--- src/rtl/core/mtap_pkg.sv ---
// ----------------------------------------------------------------------------
// mtap_pkg
// shared types and constants for the motion to arrow tap converter
// ----------------------------------------------------------------------------
package mtap_pkg;

	// accumulator and threshold widths
	localparam int ACC_W  = 32;
	localparam int THR_W  = 16;
	localparam int PROD_W = ACC_W + THR_W;

	// event kind field
	localparam int KIND_W = 2;
	localparam logic [KIND_W-1:0] KIND_X = 2'd0;
	localparam logic [KIND_W-1:0] KIND_Y = 2'd1;

	// tap direction codes
	localparam int DIR_W = 2;
	localparam logic [DIR_W-1:0] DIR_LEFT  = 2'd0;
	localparam logic [DIR_W-1:0] DIR_RIGHT = 2'd1;
	localparam logic [DIR_W-1:0] DIR_UP    = 2'd2;
	localparam logic [DIR_W-1:0] DIR_DOWN  = 2'd3;

	// parameter defaults
	localparam int DEF_MAX_TAPS     = 4;
	localparam int DEF_MOTION_WIDTH = 16;
	localparam int DEF_QUEUE_DEPTH  = 2;

	// register map
	localparam int ADDR_W = 3;
	localparam int PDATA_W = 32;
	localparam logic REG_HTHR = 1'b0;
	localparam logic REG_VTHR = 1'b1;
	localparam logic [THR_W-1:0] THR_RESET = 16'd16;

	// front/queue handshake
	typedef struct packed {
		logic push;
	} mtap_push_t;

	typedef struct packed {
		logic full;
	} mtap_qstat_t;

endpackage

--- src/rtl/core/motion_to_arrow_tap_converter_core.sv ---
// ----------------------------------------------------------------------------
// motion_to_arrow_tap_converter_core
// turns relative pointer motion into left, right, up and down tap beats
// ----------------------------------------------------------------------------
// a motion beat without the sync mark, or an ignored kind, is taken without blocking input
// a motion beat with sync holds the input while the front sequencer runs: two passes
// of one shared multiplier, a select step, one compare-subtract step per tap (up to
// MAX_TAPS taps) and a done step that waits while the burst queue is full
// a burst reaches the output through the burst queue and the registered output stage
// taps of a burst leave one per cycle while the consumer takes them
// reset clears both accumulators, the queue and the output stage; thresholds reset to 16
module motion_to_arrow_tap_converter_core import mtap_pkg::*; #(
	parameter int MAX_TAPS     = DEF_MAX_TAPS,
	parameter int MOTION_WIDTH = DEF_MOTION_WIDTH
) (
	input  logic                                  clk,
	input  logic                                  arst_n,
	// input stream
	input  logic                                  s_tvalid,
	output logic                                  s_tready,
	input  logic [((MOTION_WIDTH + 7) / 8)*8-1:0] s_tdata,  // motion
	input  logic [KIND_W-1:0]                     s_tuser,  // event_kind
	input  logic                                  s_tlast,  // sync
	// output stream
	output logic                                  m_tvalid,
	input  logic                                  m_tready,
	output logic [7:0]                            m_tdata,  // tap_direction, zero fill
	output logic                                  m_tlast,  // last_tap
	// register port
	input  logic                                  psel,
	input  logic                                  penable,
	input  logic                                  pwrite,
	input  logic [ADDR_W-1:0]                     paddr,
	input  logic [PDATA_W-1:0]                    pwdata,
	output logic [PDATA_W-1:0]                    prdata,
	output logic                                  pready
);

	localparam int CNT_W   = $clog2(MAX_TAPS + 1);
	localparam int ENTRY_W = DIR_W + CNT_W;

	logic [THR_W-1:0]   hthr_q;
	logic [THR_W-1:0]   vthr_q;
	logic               reg_wr;

	mtap_push_t         q_ctl;
	mtap_qstat_t        q_stat;
	logic [DIR_W-1:0]   f_dir;
	logic [CNT_W-1:0]   f_count;
	logic [ENTRY_W-1:0] q_rd_data;
	logic               q_valid;
	logic               q_pop;
	logic [DIR_W-1:0]   tap_dir;

	// register block: writes land on the access phase, reads are plain muxes
	assign pready = 1'b1;
	assign reg_wr = psel && penable && pwrite && pready;

	always_ff @(posedge clk or negedge arst_n) begin
		if (!arst_n) begin
			hthr_q <= THR_RESET;
			vthr_q <= THR_RESET;
		end else if (reg_wr) begin
			case (paddr[2])
				REG_HTHR: hthr_q <= pwdata[THR_W-1:0];
				REG_VTHR: vthr_q <= pwdata[THR_W-1:0];
				default:  hthr_q <= hthr_q;
			endcase
		end
	end

	always_comb begin
		case (paddr[2])
			REG_HTHR: prdata = PDATA_W'(hthr_q);
			REG_VTHR: prdata = PDATA_W'(vthr_q);
			default:  prdata = '0;
		endcase
	end

	// front: accumulate, evaluate on sync, count taps
	mtap_front #(
		.MAX_TAPS     (MAX_TAPS),
		.MOTION_WIDTH (MOTION_WIDTH)
	) u_front (
		.clk       (clk),
		.arst_n    (arst_n),
		.in_valid  (s_tvalid),
		.in_ready  (s_tready),
		.in_kind   (s_tuser),
		.in_motion (s_tdata[MOTION_WIDTH-1:0]),
		.in_sync   (s_tlast),
		.hthr      (hthr_q),
		.vthr      (vthr_q),
		.q_ctl     (q_ctl),
		.q_dir     (f_dir),
		.q_count   (f_count),
		.q_stat    (q_stat)
	);

	// burst queue decouples evaluation from output stalls
	mtap_queue #(
		.DEPTH (DEF_QUEUE_DEPTH),
		.WIDTH (ENTRY_W)
	) u_queue (
		.clk      (clk),
		.arst_n   (arst_n),
		.wr_ctl   (q_ctl),
		.wr_data  ({f_dir, f_count}),
		.stat     (q_stat),
		.pop      (q_pop),
		.rd_valid (q_valid),
		.rd_data  (q_rd_data)
	);

	// back: one beat per tap, last beat of a burst flagged
	mtap_back #(
		.MAX_TAPS (MAX_TAPS)
	) u_back (
		.clk       (clk),
		.arst_n    (arst_n),
		.q_valid   (q_valid),
		.q_dir     (q_rd_data[ENTRY_W-1:CNT_W]),
		.q_count   (q_rd_data[CNT_W-1:0]),
		.q_pop     (q_pop),
		.out_valid (m_tvalid),
		.out_ready (m_tready),
		.out_dir   (tap_dir),
		.out_last  (m_tlast)
	);

	assign m_tdata = {{(8 - DIR_W){1'b0}}, tap_dir};

endmodule

--- src/rtl/core/mtap_queue.sv ---
// ----------------------------------------------------------------------------
// mtap_queue
// small fifo of tap bursts between the front and the back
// ----------------------------------------------------------------------------
module mtap_queue import mtap_pkg::*; #(
	parameter int DEPTH = DEF_QUEUE_DEPTH,
	parameter int WIDTH = 8
) (
	input  logic             clk,
	input  logic             arst_n,
	input  mtap_push_t       wr_ctl,
	input  logic [WIDTH-1:0] wr_data,
	output mtap_qstat_t      stat,
	input  logic             pop,
	output logic             rd_valid,
	output logic [WIDTH-1:0] rd_data
);

	localparam int PTR_W = (DEPTH > 1) ? $clog2(DEPTH) : 1;
	localparam int CNT_W = $clog2(DEPTH + 1);
	localparam logic [PTR_W-1:0] LAST_PTR = PTR_W'(DEPTH - 1);
	localparam logic [CNT_W-1:0] FULL_CNT = CNT_W'(DEPTH);

	logic [WIDTH-1:0] mem_q [DEPTH];
	logic [PTR_W-1:0] wr_ptr_q;
	logic [PTR_W-1:0] rd_ptr_q;
	logic [CNT_W-1:0] count_q;
	logic             do_push;
	logic             do_pop;

	assign stat.full = (count_q == FULL_CNT);
	assign rd_valid  = (count_q != '0);
	assign rd_data   = mem_q[rd_ptr_q];
	assign do_push   = wr_ctl.push && !stat.full;
	assign do_pop    = pop && rd_valid;

	always_ff @(posedge clk) begin
		if (do_push) begin
			mem_q[wr_ptr_q] <= wr_data;
		end
	end

	always_ff @(posedge clk or negedge arst_n) begin
		if (!arst_n) begin
			wr_ptr_q <= '0;
			rd_ptr_q <= '0;
			count_q  <= '0;
		end else begin
			if (do_push) begin
				wr_ptr_q <= (wr_ptr_q == LAST_PTR) ? '0 : wr_ptr_q + 1'b1;
			end
			if (do_pop) begin
				rd_ptr_q <= (rd_ptr_q == LAST_PTR) ? '0 : rd_ptr_q + 1'b1;
			end
			if (do_push && !do_pop) begin
				count_q <= count_q + 1'b1;
			end else if (do_pop && !do_push) begin
				count_q <= count_q - 1'b1;
			end
		end
	end

endmodule

--- src/rtl/core/mtap_front.sv ---
// ----------------------------------------------------------------------------
// mtap_front
// accumulates motion, evaluates on sync and queues at most one tap burst per report
// ----------------------------------------------------------------------------
module mtap_front import mtap_pkg::*; #(
	parameter int MAX_TAPS     = DEF_MAX_TAPS,
	parameter int MOTION_WIDTH = DEF_MOTION_WIDTH
) (
	input  logic                            clk,
	input  logic                            arst_n,
	input  logic                            in_valid,
	output logic                            in_ready,
	input  logic [KIND_W-1:0]               in_kind,
	input  logic signed [MOTION_WIDTH-1:0]  in_motion,
	input  logic                            in_sync,
	input  logic [THR_W-1:0]                hthr,
	input  logic [THR_W-1:0]                vthr,
	output mtap_push_t                      q_ctl,
	output logic [DIR_W-1:0]                q_dir,
	output logic [$clog2(MAX_TAPS+1)-1:0]   q_count,
	input  mtap_qstat_t                     q_stat
);

	localparam int CNT_W = $clog2(MAX_TAPS + 1);
	localparam logic [CNT_W-1:0] CNT_MAX = CNT_W'(MAX_TAPS);

	typedef enum logic [2:0] {
		ST_IDLE,
		ST_MULX,
		ST_MULY,
		ST_SEL,
		ST_DIV,
		ST_DONE
	} state_t;

	state_t            state_q;
	logic [ACC_W-1:0]  x_acc_q;
	logic [ACC_W-1:0]  y_acc_q;
	logic [PROD_W-1:0] hprog_q;
	logic [PROD_W-1:0] vprog_q;
	logic              axis_y_q;
	logic              neg_q;
	logic [THR_W-1:0]  thr_q;
	logic [ACC_W-1:0]  rem_q;
	logic [CNT_W-1:0]  cnt_q;

	logic [THR_W-1:0]  hthr_eff;
	logic [THR_W-1:0]  vthr_eff;
	logic              accept;
	logic [ACC_W:0]    sel_acc;
	logic [ACC_W:0]    delta;
	logic [ACC_W:0]    sum;
	logic [ACC_W-1:0]  sat_sum;
	logic [ACC_W-1:0]  x_mag;
	logic [ACC_W-1:0]  y_mag;
	logic [ACC_W-1:0]  mul_a;
	logic [THR_W-1:0]  mul_b;
	logic [PROD_W-1:0] prod;
	logic              pick_x;
	logic [ACC_W-1:0]  dom_acc;
	logic [ACC_W-1:0]  rem_signed;

	assign hthr_eff = (hthr == '0) ? THR_W'(1) : hthr;
	assign vthr_eff = (vthr == '0) ? THR_W'(1) : vthr;
	assign in_ready = (state_q == ST_IDLE);
	assign accept   = in_valid && in_ready;

	// saturating add of the sign-extended delta
	assign sel_acc = (in_kind == KIND_X) ? {x_acc_q[ACC_W-1], x_acc_q}
	                                     : {y_acc_q[ACC_W-1], y_acc_q};
	assign delta   = {{(ACC_W + 1 - MOTION_WIDTH){in_motion[MOTION_WIDTH-1]}}, in_motion};
	assign sum     = sel_acc + delta;
	always_comb begin
		if (sum[ACC_W] != sum[ACC_W-1]) begin
			sat_sum = sum[ACC_W] ? {1'b1, {(ACC_W-1){1'b0}}} : {1'b0, {(ACC_W-1){1'b1}}};
		end else begin
			sat_sum = sum[ACC_W-1:0];
		end
	end

	assign x_mag = x_acc_q[ACC_W-1] ? (~x_acc_q + 1'b1) : x_acc_q;
	assign y_mag = y_acc_q[ACC_W-1] ? (~y_acc_q + 1'b1) : y_acc_q;

	// one shared multiplier for both progress products
	assign mul_a = (state_q == ST_MULX) ? x_mag : y_mag;
	assign mul_b = (state_q == ST_MULX) ? vthr_eff : hthr_eff;
	assign prod  = PROD_W'(mul_a) * PROD_W'(mul_b);

	assign pick_x     = (hprog_q >= vprog_q);
	assign dom_acc    = pick_x ? x_acc_q : y_acc_q;
	assign rem_signed = neg_q ? (~rem_q + 1'b1) : rem_q;

	assign q_ctl.push = (state_q == ST_DONE) && (cnt_q != '0);
	assign q_count    = cnt_q;
	always_comb begin
		case ({axis_y_q, neg_q})
			2'b00:   q_dir = DIR_RIGHT;
			2'b01:   q_dir = DIR_LEFT;
			2'b10:   q_dir = DIR_DOWN;
			2'b11:   q_dir = DIR_UP;
			default: q_dir = DIR_RIGHT;
		endcase
	end

	always_ff @(posedge clk or negedge arst_n) begin
		if (!arst_n) begin
			state_q  <= ST_IDLE;
			x_acc_q  <= '0;
			y_acc_q  <= '0;
			hprog_q  <= '0;
			vprog_q  <= '0;
			axis_y_q <= 1'b0;
			neg_q    <= 1'b0;
			thr_q    <= '0;
			rem_q    <= '0;
			cnt_q    <= '0;
		end else begin
			case (state_q)
				ST_IDLE: begin
					if (accept && (in_kind == KIND_X || in_kind == KIND_Y)) begin
						if (in_kind == KIND_X) begin
							x_acc_q <= sat_sum;
						end else begin
							y_acc_q <= sat_sum;
						end
						if (in_sync) begin
							state_q <= ST_MULX;
						end
					end
				end
				ST_MULX: begin
					hprog_q <= prod;
					state_q <= ST_MULY;
				end
				ST_MULY: begin
					vprog_q <= prod;
					state_q <= ST_SEL;
				end
				ST_SEL: begin
					axis_y_q <= !pick_x;
					neg_q    <= dom_acc[ACC_W-1];
					thr_q    <= pick_x ? hthr_eff : vthr_eff;
					rem_q    <= pick_x ? x_mag : y_mag;
					cnt_q    <= '0;
					state_q  <= ST_DIV;
				end
				ST_DIV: begin
					// one compare and subtract per cycle, capped at the tap limit
					if (cnt_q != CNT_MAX && rem_q >= ACC_W'(thr_q)) begin
						rem_q <= rem_q - ACC_W'(thr_q);
						cnt_q <= cnt_q + 1'b1;
					end else begin
						state_q <= ST_DONE;
					end
				end
				ST_DONE: begin
					if (cnt_q == '0) begin
						state_q <= ST_IDLE;
					end else if (!q_stat.full) begin
						if (axis_y_q) begin
							y_acc_q <= rem_signed;
							x_acc_q <= '0;
						end else begin
							x_acc_q <= rem_signed;
							y_acc_q <= '0;
						end
						state_q <= ST_IDLE;
					end
				end
				default: begin
					state_q <= ST_IDLE;
				end
			endcase
		end
	end

endmodule

--- src/rtl/core/mtap_back.sv ---
// ----------------------------------------------------------------------------
// mtap_back
// expands queued bursts into single tap beats on a registered output
// ----------------------------------------------------------------------------
module mtap_back import mtap_pkg::*; #(
	parameter int MAX_TAPS = DEF_MAX_TAPS
) (
	input  logic                          clk,
	input  logic                          arst_n,
	input  logic                          q_valid,
	input  logic [DIR_W-1:0]              q_dir,
	input  logic [$clog2(MAX_TAPS+1)-1:0] q_count,
	output logic                          q_pop,
	output logic                          out_valid,
	input  logic                          out_ready,
	output logic [DIR_W-1:0]              out_dir,
	output logic                          out_last
);

	localparam int CNT_W = $clog2(MAX_TAPS + 1);
	localparam logic [CNT_W-1:0] ONE = CNT_W'(1);

	logic             valid_q;
	logic [DIR_W-1:0] dir_q;
	logic             last_q;
	logic [CNT_W-1:0] left_q;
	logic             advance;

	assign advance   = !valid_q || out_ready;
	assign q_pop     = advance && (left_q == '0) && q_valid;
	assign out_valid = valid_q;
	assign out_dir   = dir_q;
	assign out_last  = last_q;

	always_ff @(posedge clk) begin
		if (q_pop) begin
			dir_q <= q_dir;
		end
	end

	always_ff @(posedge clk or negedge arst_n) begin
		if (!arst_n) begin
			valid_q <= 1'b0;
			last_q  <= 1'b0;
			left_q  <= '0;
		end else if (advance) begin
			if (left_q != '0) begin
				valid_q <= 1'b1;
				last_q  <= (left_q == ONE);
				left_q  <= left_q - 1'b1;
			end else if (q_valid) begin
				valid_q <= 1'b1;
				last_q  <= (q_count == ONE);
				left_q  <= q_count - 1'b1;
			end else begin
				valid_q <= 1'b0;
			end
		end
	end

endmodule

--- config.mk ---
export PLATFORM = sky130hd
export DESIGN_NAME = motion_to_arrow_tap_converter_core
export DESIGN_NICKNAME = d
export VERILOG_FILES = /design/src/rtl/core/mtap_pkg.sv /design/src/rtl/core/motion_to_arrow_tap_converter_core.sv /design/src/rtl/core/mtap_queue.sv /design/src/rtl/core/mtap_front.sv /design/src/rtl/core/mtap_back.sv
export SDC_FILE = /design/constraint.sdc
export NUM_CORES = 2
export LEC_CHECK = 0
export ABC_AREA = 1
export BUFFER_PORTS_ARGS = -buffer_cell sky130_fd_sc_hd__buf_2
export CAP_MARGIN = 20
export CORE_MARGIN = 3
export CORE_UTILIZATION = 30
export DETAILED_ROUTE_END_ITERATION = 6
export PLACE_DENSITY = 0.51
export SYNTH_ARGS = -nofsm -noshare
export SYNTH_HDL_FRONTEND = slang
export SYNTH_SLANG_ARGS = --single-unit
--- constraint.sdc ---
create_clock -name clk -period 13.2 [get_ports clk]
set_input_delay 1.32 -clock clk [delete_from_list [all_inputs] [get_ports clk]]
set_output_delay 1.32 -clock clk [all_outputs]
set_load 0.05 [all_outputs]
==> flow_summary.json <==
{
  "status": "finished, final reports clean",
  "cpPeakStageDelay_ns": 0.63,
  "drive_gt1_frac": 0.0510,
  "grt_max_degree": 146,
  "crit_top_cell": "inv_1",
  "worst_slew_pin_slew_ns": 1.05,
  "cts_root_buf": "clkbuf_16",
  "slew_headroom": 0.294,
  "final_core_util": 0.328,
  "final_nets": 6186,
  "regToRegEndpoint": "u_front.vprog_q[42]$_DFFE_PN0P_",
  "yosysSeqAreaShare": 0.178,
  "rsz0062_at_grt": "false",
  "placed_cell_area_mm2": 0.0400,
  "antenna_found_initial": 2,
  "setup_viol": 0,
  "drt_iter0_drc": 2894,
  "finalHoldViolCount": 0,
  "grt_pass1_vias": 34800,
  "design.die.area_mm2": 0.131,
  "numPortBuffers": 63,
  "core-area_mm2": 0.126,
  "post_cts_buffers": 0,
  "start_util": 0.303,
  "synth_edf_count": 12,
  "cts.sinks": 269,
  "worst_hold_path_type": "flop to flop",
  "regToRegStartpoint": "u_front.x_acc_q[13]$_DFFE_PN0P_",
  "synth_top_flop_cell": "dfrtp_1",
  "worstPathArrival_ns": 9.11,
  "cts_resized": 0,
  "vias_per_cell": 4.89,
  "reg2reg_depth": 32,
  "final_common_cell": "nand2_1",
  "yosysWarnings": 0,
  "drt_pass1_iterations": 6,
  "startpoint": "u_front.x_acc_q[13]$_DFFE_PN0P_",
  "fin_crit_sh": 0.657,
  "ys_ff_latch": 269,
  "tritoncts": "done",
  "yosysUniqueCellTypes": 54,
  "worst_setup_path_end_kind": "flop",
  "hold_slack_ns": 0.476,
  "finalCriticalPeriod_ns": 8.67,
  "grt_pass1_wl_um": 212000,
  "area_growth_pct": 8.44,
  "final_cell_area_mm2": 0.0413,
  "syn_area_per_cell_um2": 6.92,
  "netlist_instances": 5504,
  "rows": 130,
  "crit_required_ns": 13.64,
  "antennaDiodeCount": 0,
  "drc_errors": 0,
  "timing.reg2reg.setup_slack_ns": 4.53,
  "die_h_um": 362,
  "vias": 35000,
  "report.final.slew_viol_count": 0,
  "io_pins": 105,
  "fillers": 13900,
  "cts-buffers-inserted": 37,
  "cpLargestDelayFamily": "adder cells",
  "critPathMaxFanout": 12,
  "syn_area_mm2": 0.0381,
  "setup.worst_path.start_class": "flop",
  "clock_latency_ns": 0.61,
  "crit_path_top_delay_cell": "nand2_1",
  "fin_setup_tns_ns": 0,
  "path_depth": 32,
  "worstSetupEndpoint": "u_front.vprog_q[42]$_DFFE_PN0P_",
  "skew_ns": 0.0298,
  "die_w_um": 362,
  "criticalPathCategory": "flop to flop",
  "cts_hold_buf": 0,
  "maxCapViolCount": 0,
  "dp_hpwl_um": 110000,
  "grt.overflow.total": 0,
  "cts.reportedPaths.clkPinSlew_ns": 0.06,
  "h-tree-depth": 2,
  "async_flop_share": 0.955,
  "routed_wl_um": 138000,
  "clock_path_buffers": 3,
  "grt_usage": 0.210,
  "fmax_mhz": 115,
  "mostFrequentLayoutCells": "nand2_1, inv_1, nor2_1, fa_1, nand3_1",
  "wire_per_inst_um": 19.2,
  "detail-route-antenna-nets": 0,
  "cp_num_buf_inv": 7,
  "place_congestion": 0.938
}
[cell families after synthesis]
| family | synth area share |
|---|---|
| buffers and inverters | 0.132 |
| other | 0.000197 |
| AOI/OAI and AO/OA | 0.0848 |
| and+or+nand+nor | 0.285 |
| DFF | 0.178 |
| muxes | 0.000525 |
| adders and majority gates | 0.295 |
| xor gates and xnor gates | 0.0244 |
[cell type report]
type	count	area, µm²	area share
multi-input combinational	3993	26500	0.641
sequential	269	6790	0.164
inverter	1071	4030	0.0974
tap	1650	2060	0.0500
clock buffer	52	1060	0.0257
timing repair buffer	106	673	0.0163
clock inverter	15	211	0.00512
[state kept, by name, indices dropped and copies added (netlist names), 2 cells and up]
register	cells
u_front.hprog_q	48
u_front.vprog_q	48
u_front.rem_q	32
u_front.x_acc_q	32
u_front.y_acc_q	32
hthr_q	16
u_front.thr_q	16
vthr_q	16
u_queue.mem_q	10
u_back.left_q	3
u_front.q_count	3
u_front.state_q	3
u_back.out_dir	2
u_queue.count_q	2
[through the flow]
step | instances | setup WS (ns)
3_3_place_gp | 7087 | 4.55
2_1_floorplan | 5525 | 6.73
6_report | 7156 | 4.53
3_5_place_dp | 7087 | 4.47
5_1_grt | 7156 | 4.21
4_1_cts | 7154 | 4.46
[worst min-delay path, cell delays in order, from the launching register on]
cell and delay, ns:
dfrtp_1 0.34, nand2_1 0.05, nand2_1 0.05
[worst min-delay path by stage]
| stage | from | end | cells after the start |
|---|---|---|---|
| after floorplan | u_front.vprog_q[39]$_DFFE_PN0P_ | u_front.vprog_q[39]$_DFFE_PN0P_ | 2 |
| after global placement | u_front.vprog_q[33]$_DFFE_PN0P_ | u_front.vprog_q[33]$_DFFE_PN0P_ | 2 |
| after detailed placement | u_front.vprog_q[33]$_DFFE_PN0P_ | u_front.vprog_q[33]$_DFFE_PN0P_ | 2 |
| after CTS | u_front.vprog_q[33]$_DFFE_PN0P_ | u_front.vprog_q[33]$_DFFE_PN0P_ | 2 |
| after global routing | u_front.vprog_q[7]$_DFFE_PN0P_ | u_front.vprog_q[7]$_DFFE_PN0P_ | 2 |
| final | u_front.vprog_q[47]$_DFFE_PN0P_ | u_front.vprog_q[47]$_DFFE_PN0P_ | 2 |
[metal layers]
| layer | part of all wire | vias to the layer above | track usage |
|---|---|---|---|
| li1 | - | 16800 | - |
| met1 | 0.46 | 16900 | 0.297 |
| met2 | 0.44 | 1164 | 0.332 |
| met3 | 0.067 | 172 | 0.0314 |
| met4 | 0.031 | 0 | 0.0605 |
| met5 | 0 | - | 0 |
[Yosys cell counts, types with 18 or more instances]
| library cell | n | area, µm² |
|---|---|---|
| nand2_1 | 1488 | 5590 |
| nand4_1 | 56 | 350 |
| o21bai_1 | 18 | 135 |
| a21oi_1 | 212 | 1060 |
| ha_1 | 227 | 2840 |
| xnor2_1 | 20 | 175 |
| buf_4 | 35 | 263 |
| nor3_1 | 37 | 185 |
| nor2_1 | 567 | 2130 |
| nand3_2 | 21 | 210 |
| xor2_1 | 86 | 753 |
| o21ai_0 | 281 | 1410 |
| nand3_1 | 388 | 1940 |
| clkbuf_1 | 90 | 338 |
| fa_1 | 420 | 8410 |
| dfrtp_1 | 255 | 6380 |
| buf_2 | 45 | 225 |
| inv_1 | 1038 | 3900 |
Power is not shown: default switching activity piles up to over one toggle a cycle in this logic, so the estimate is an artifact.
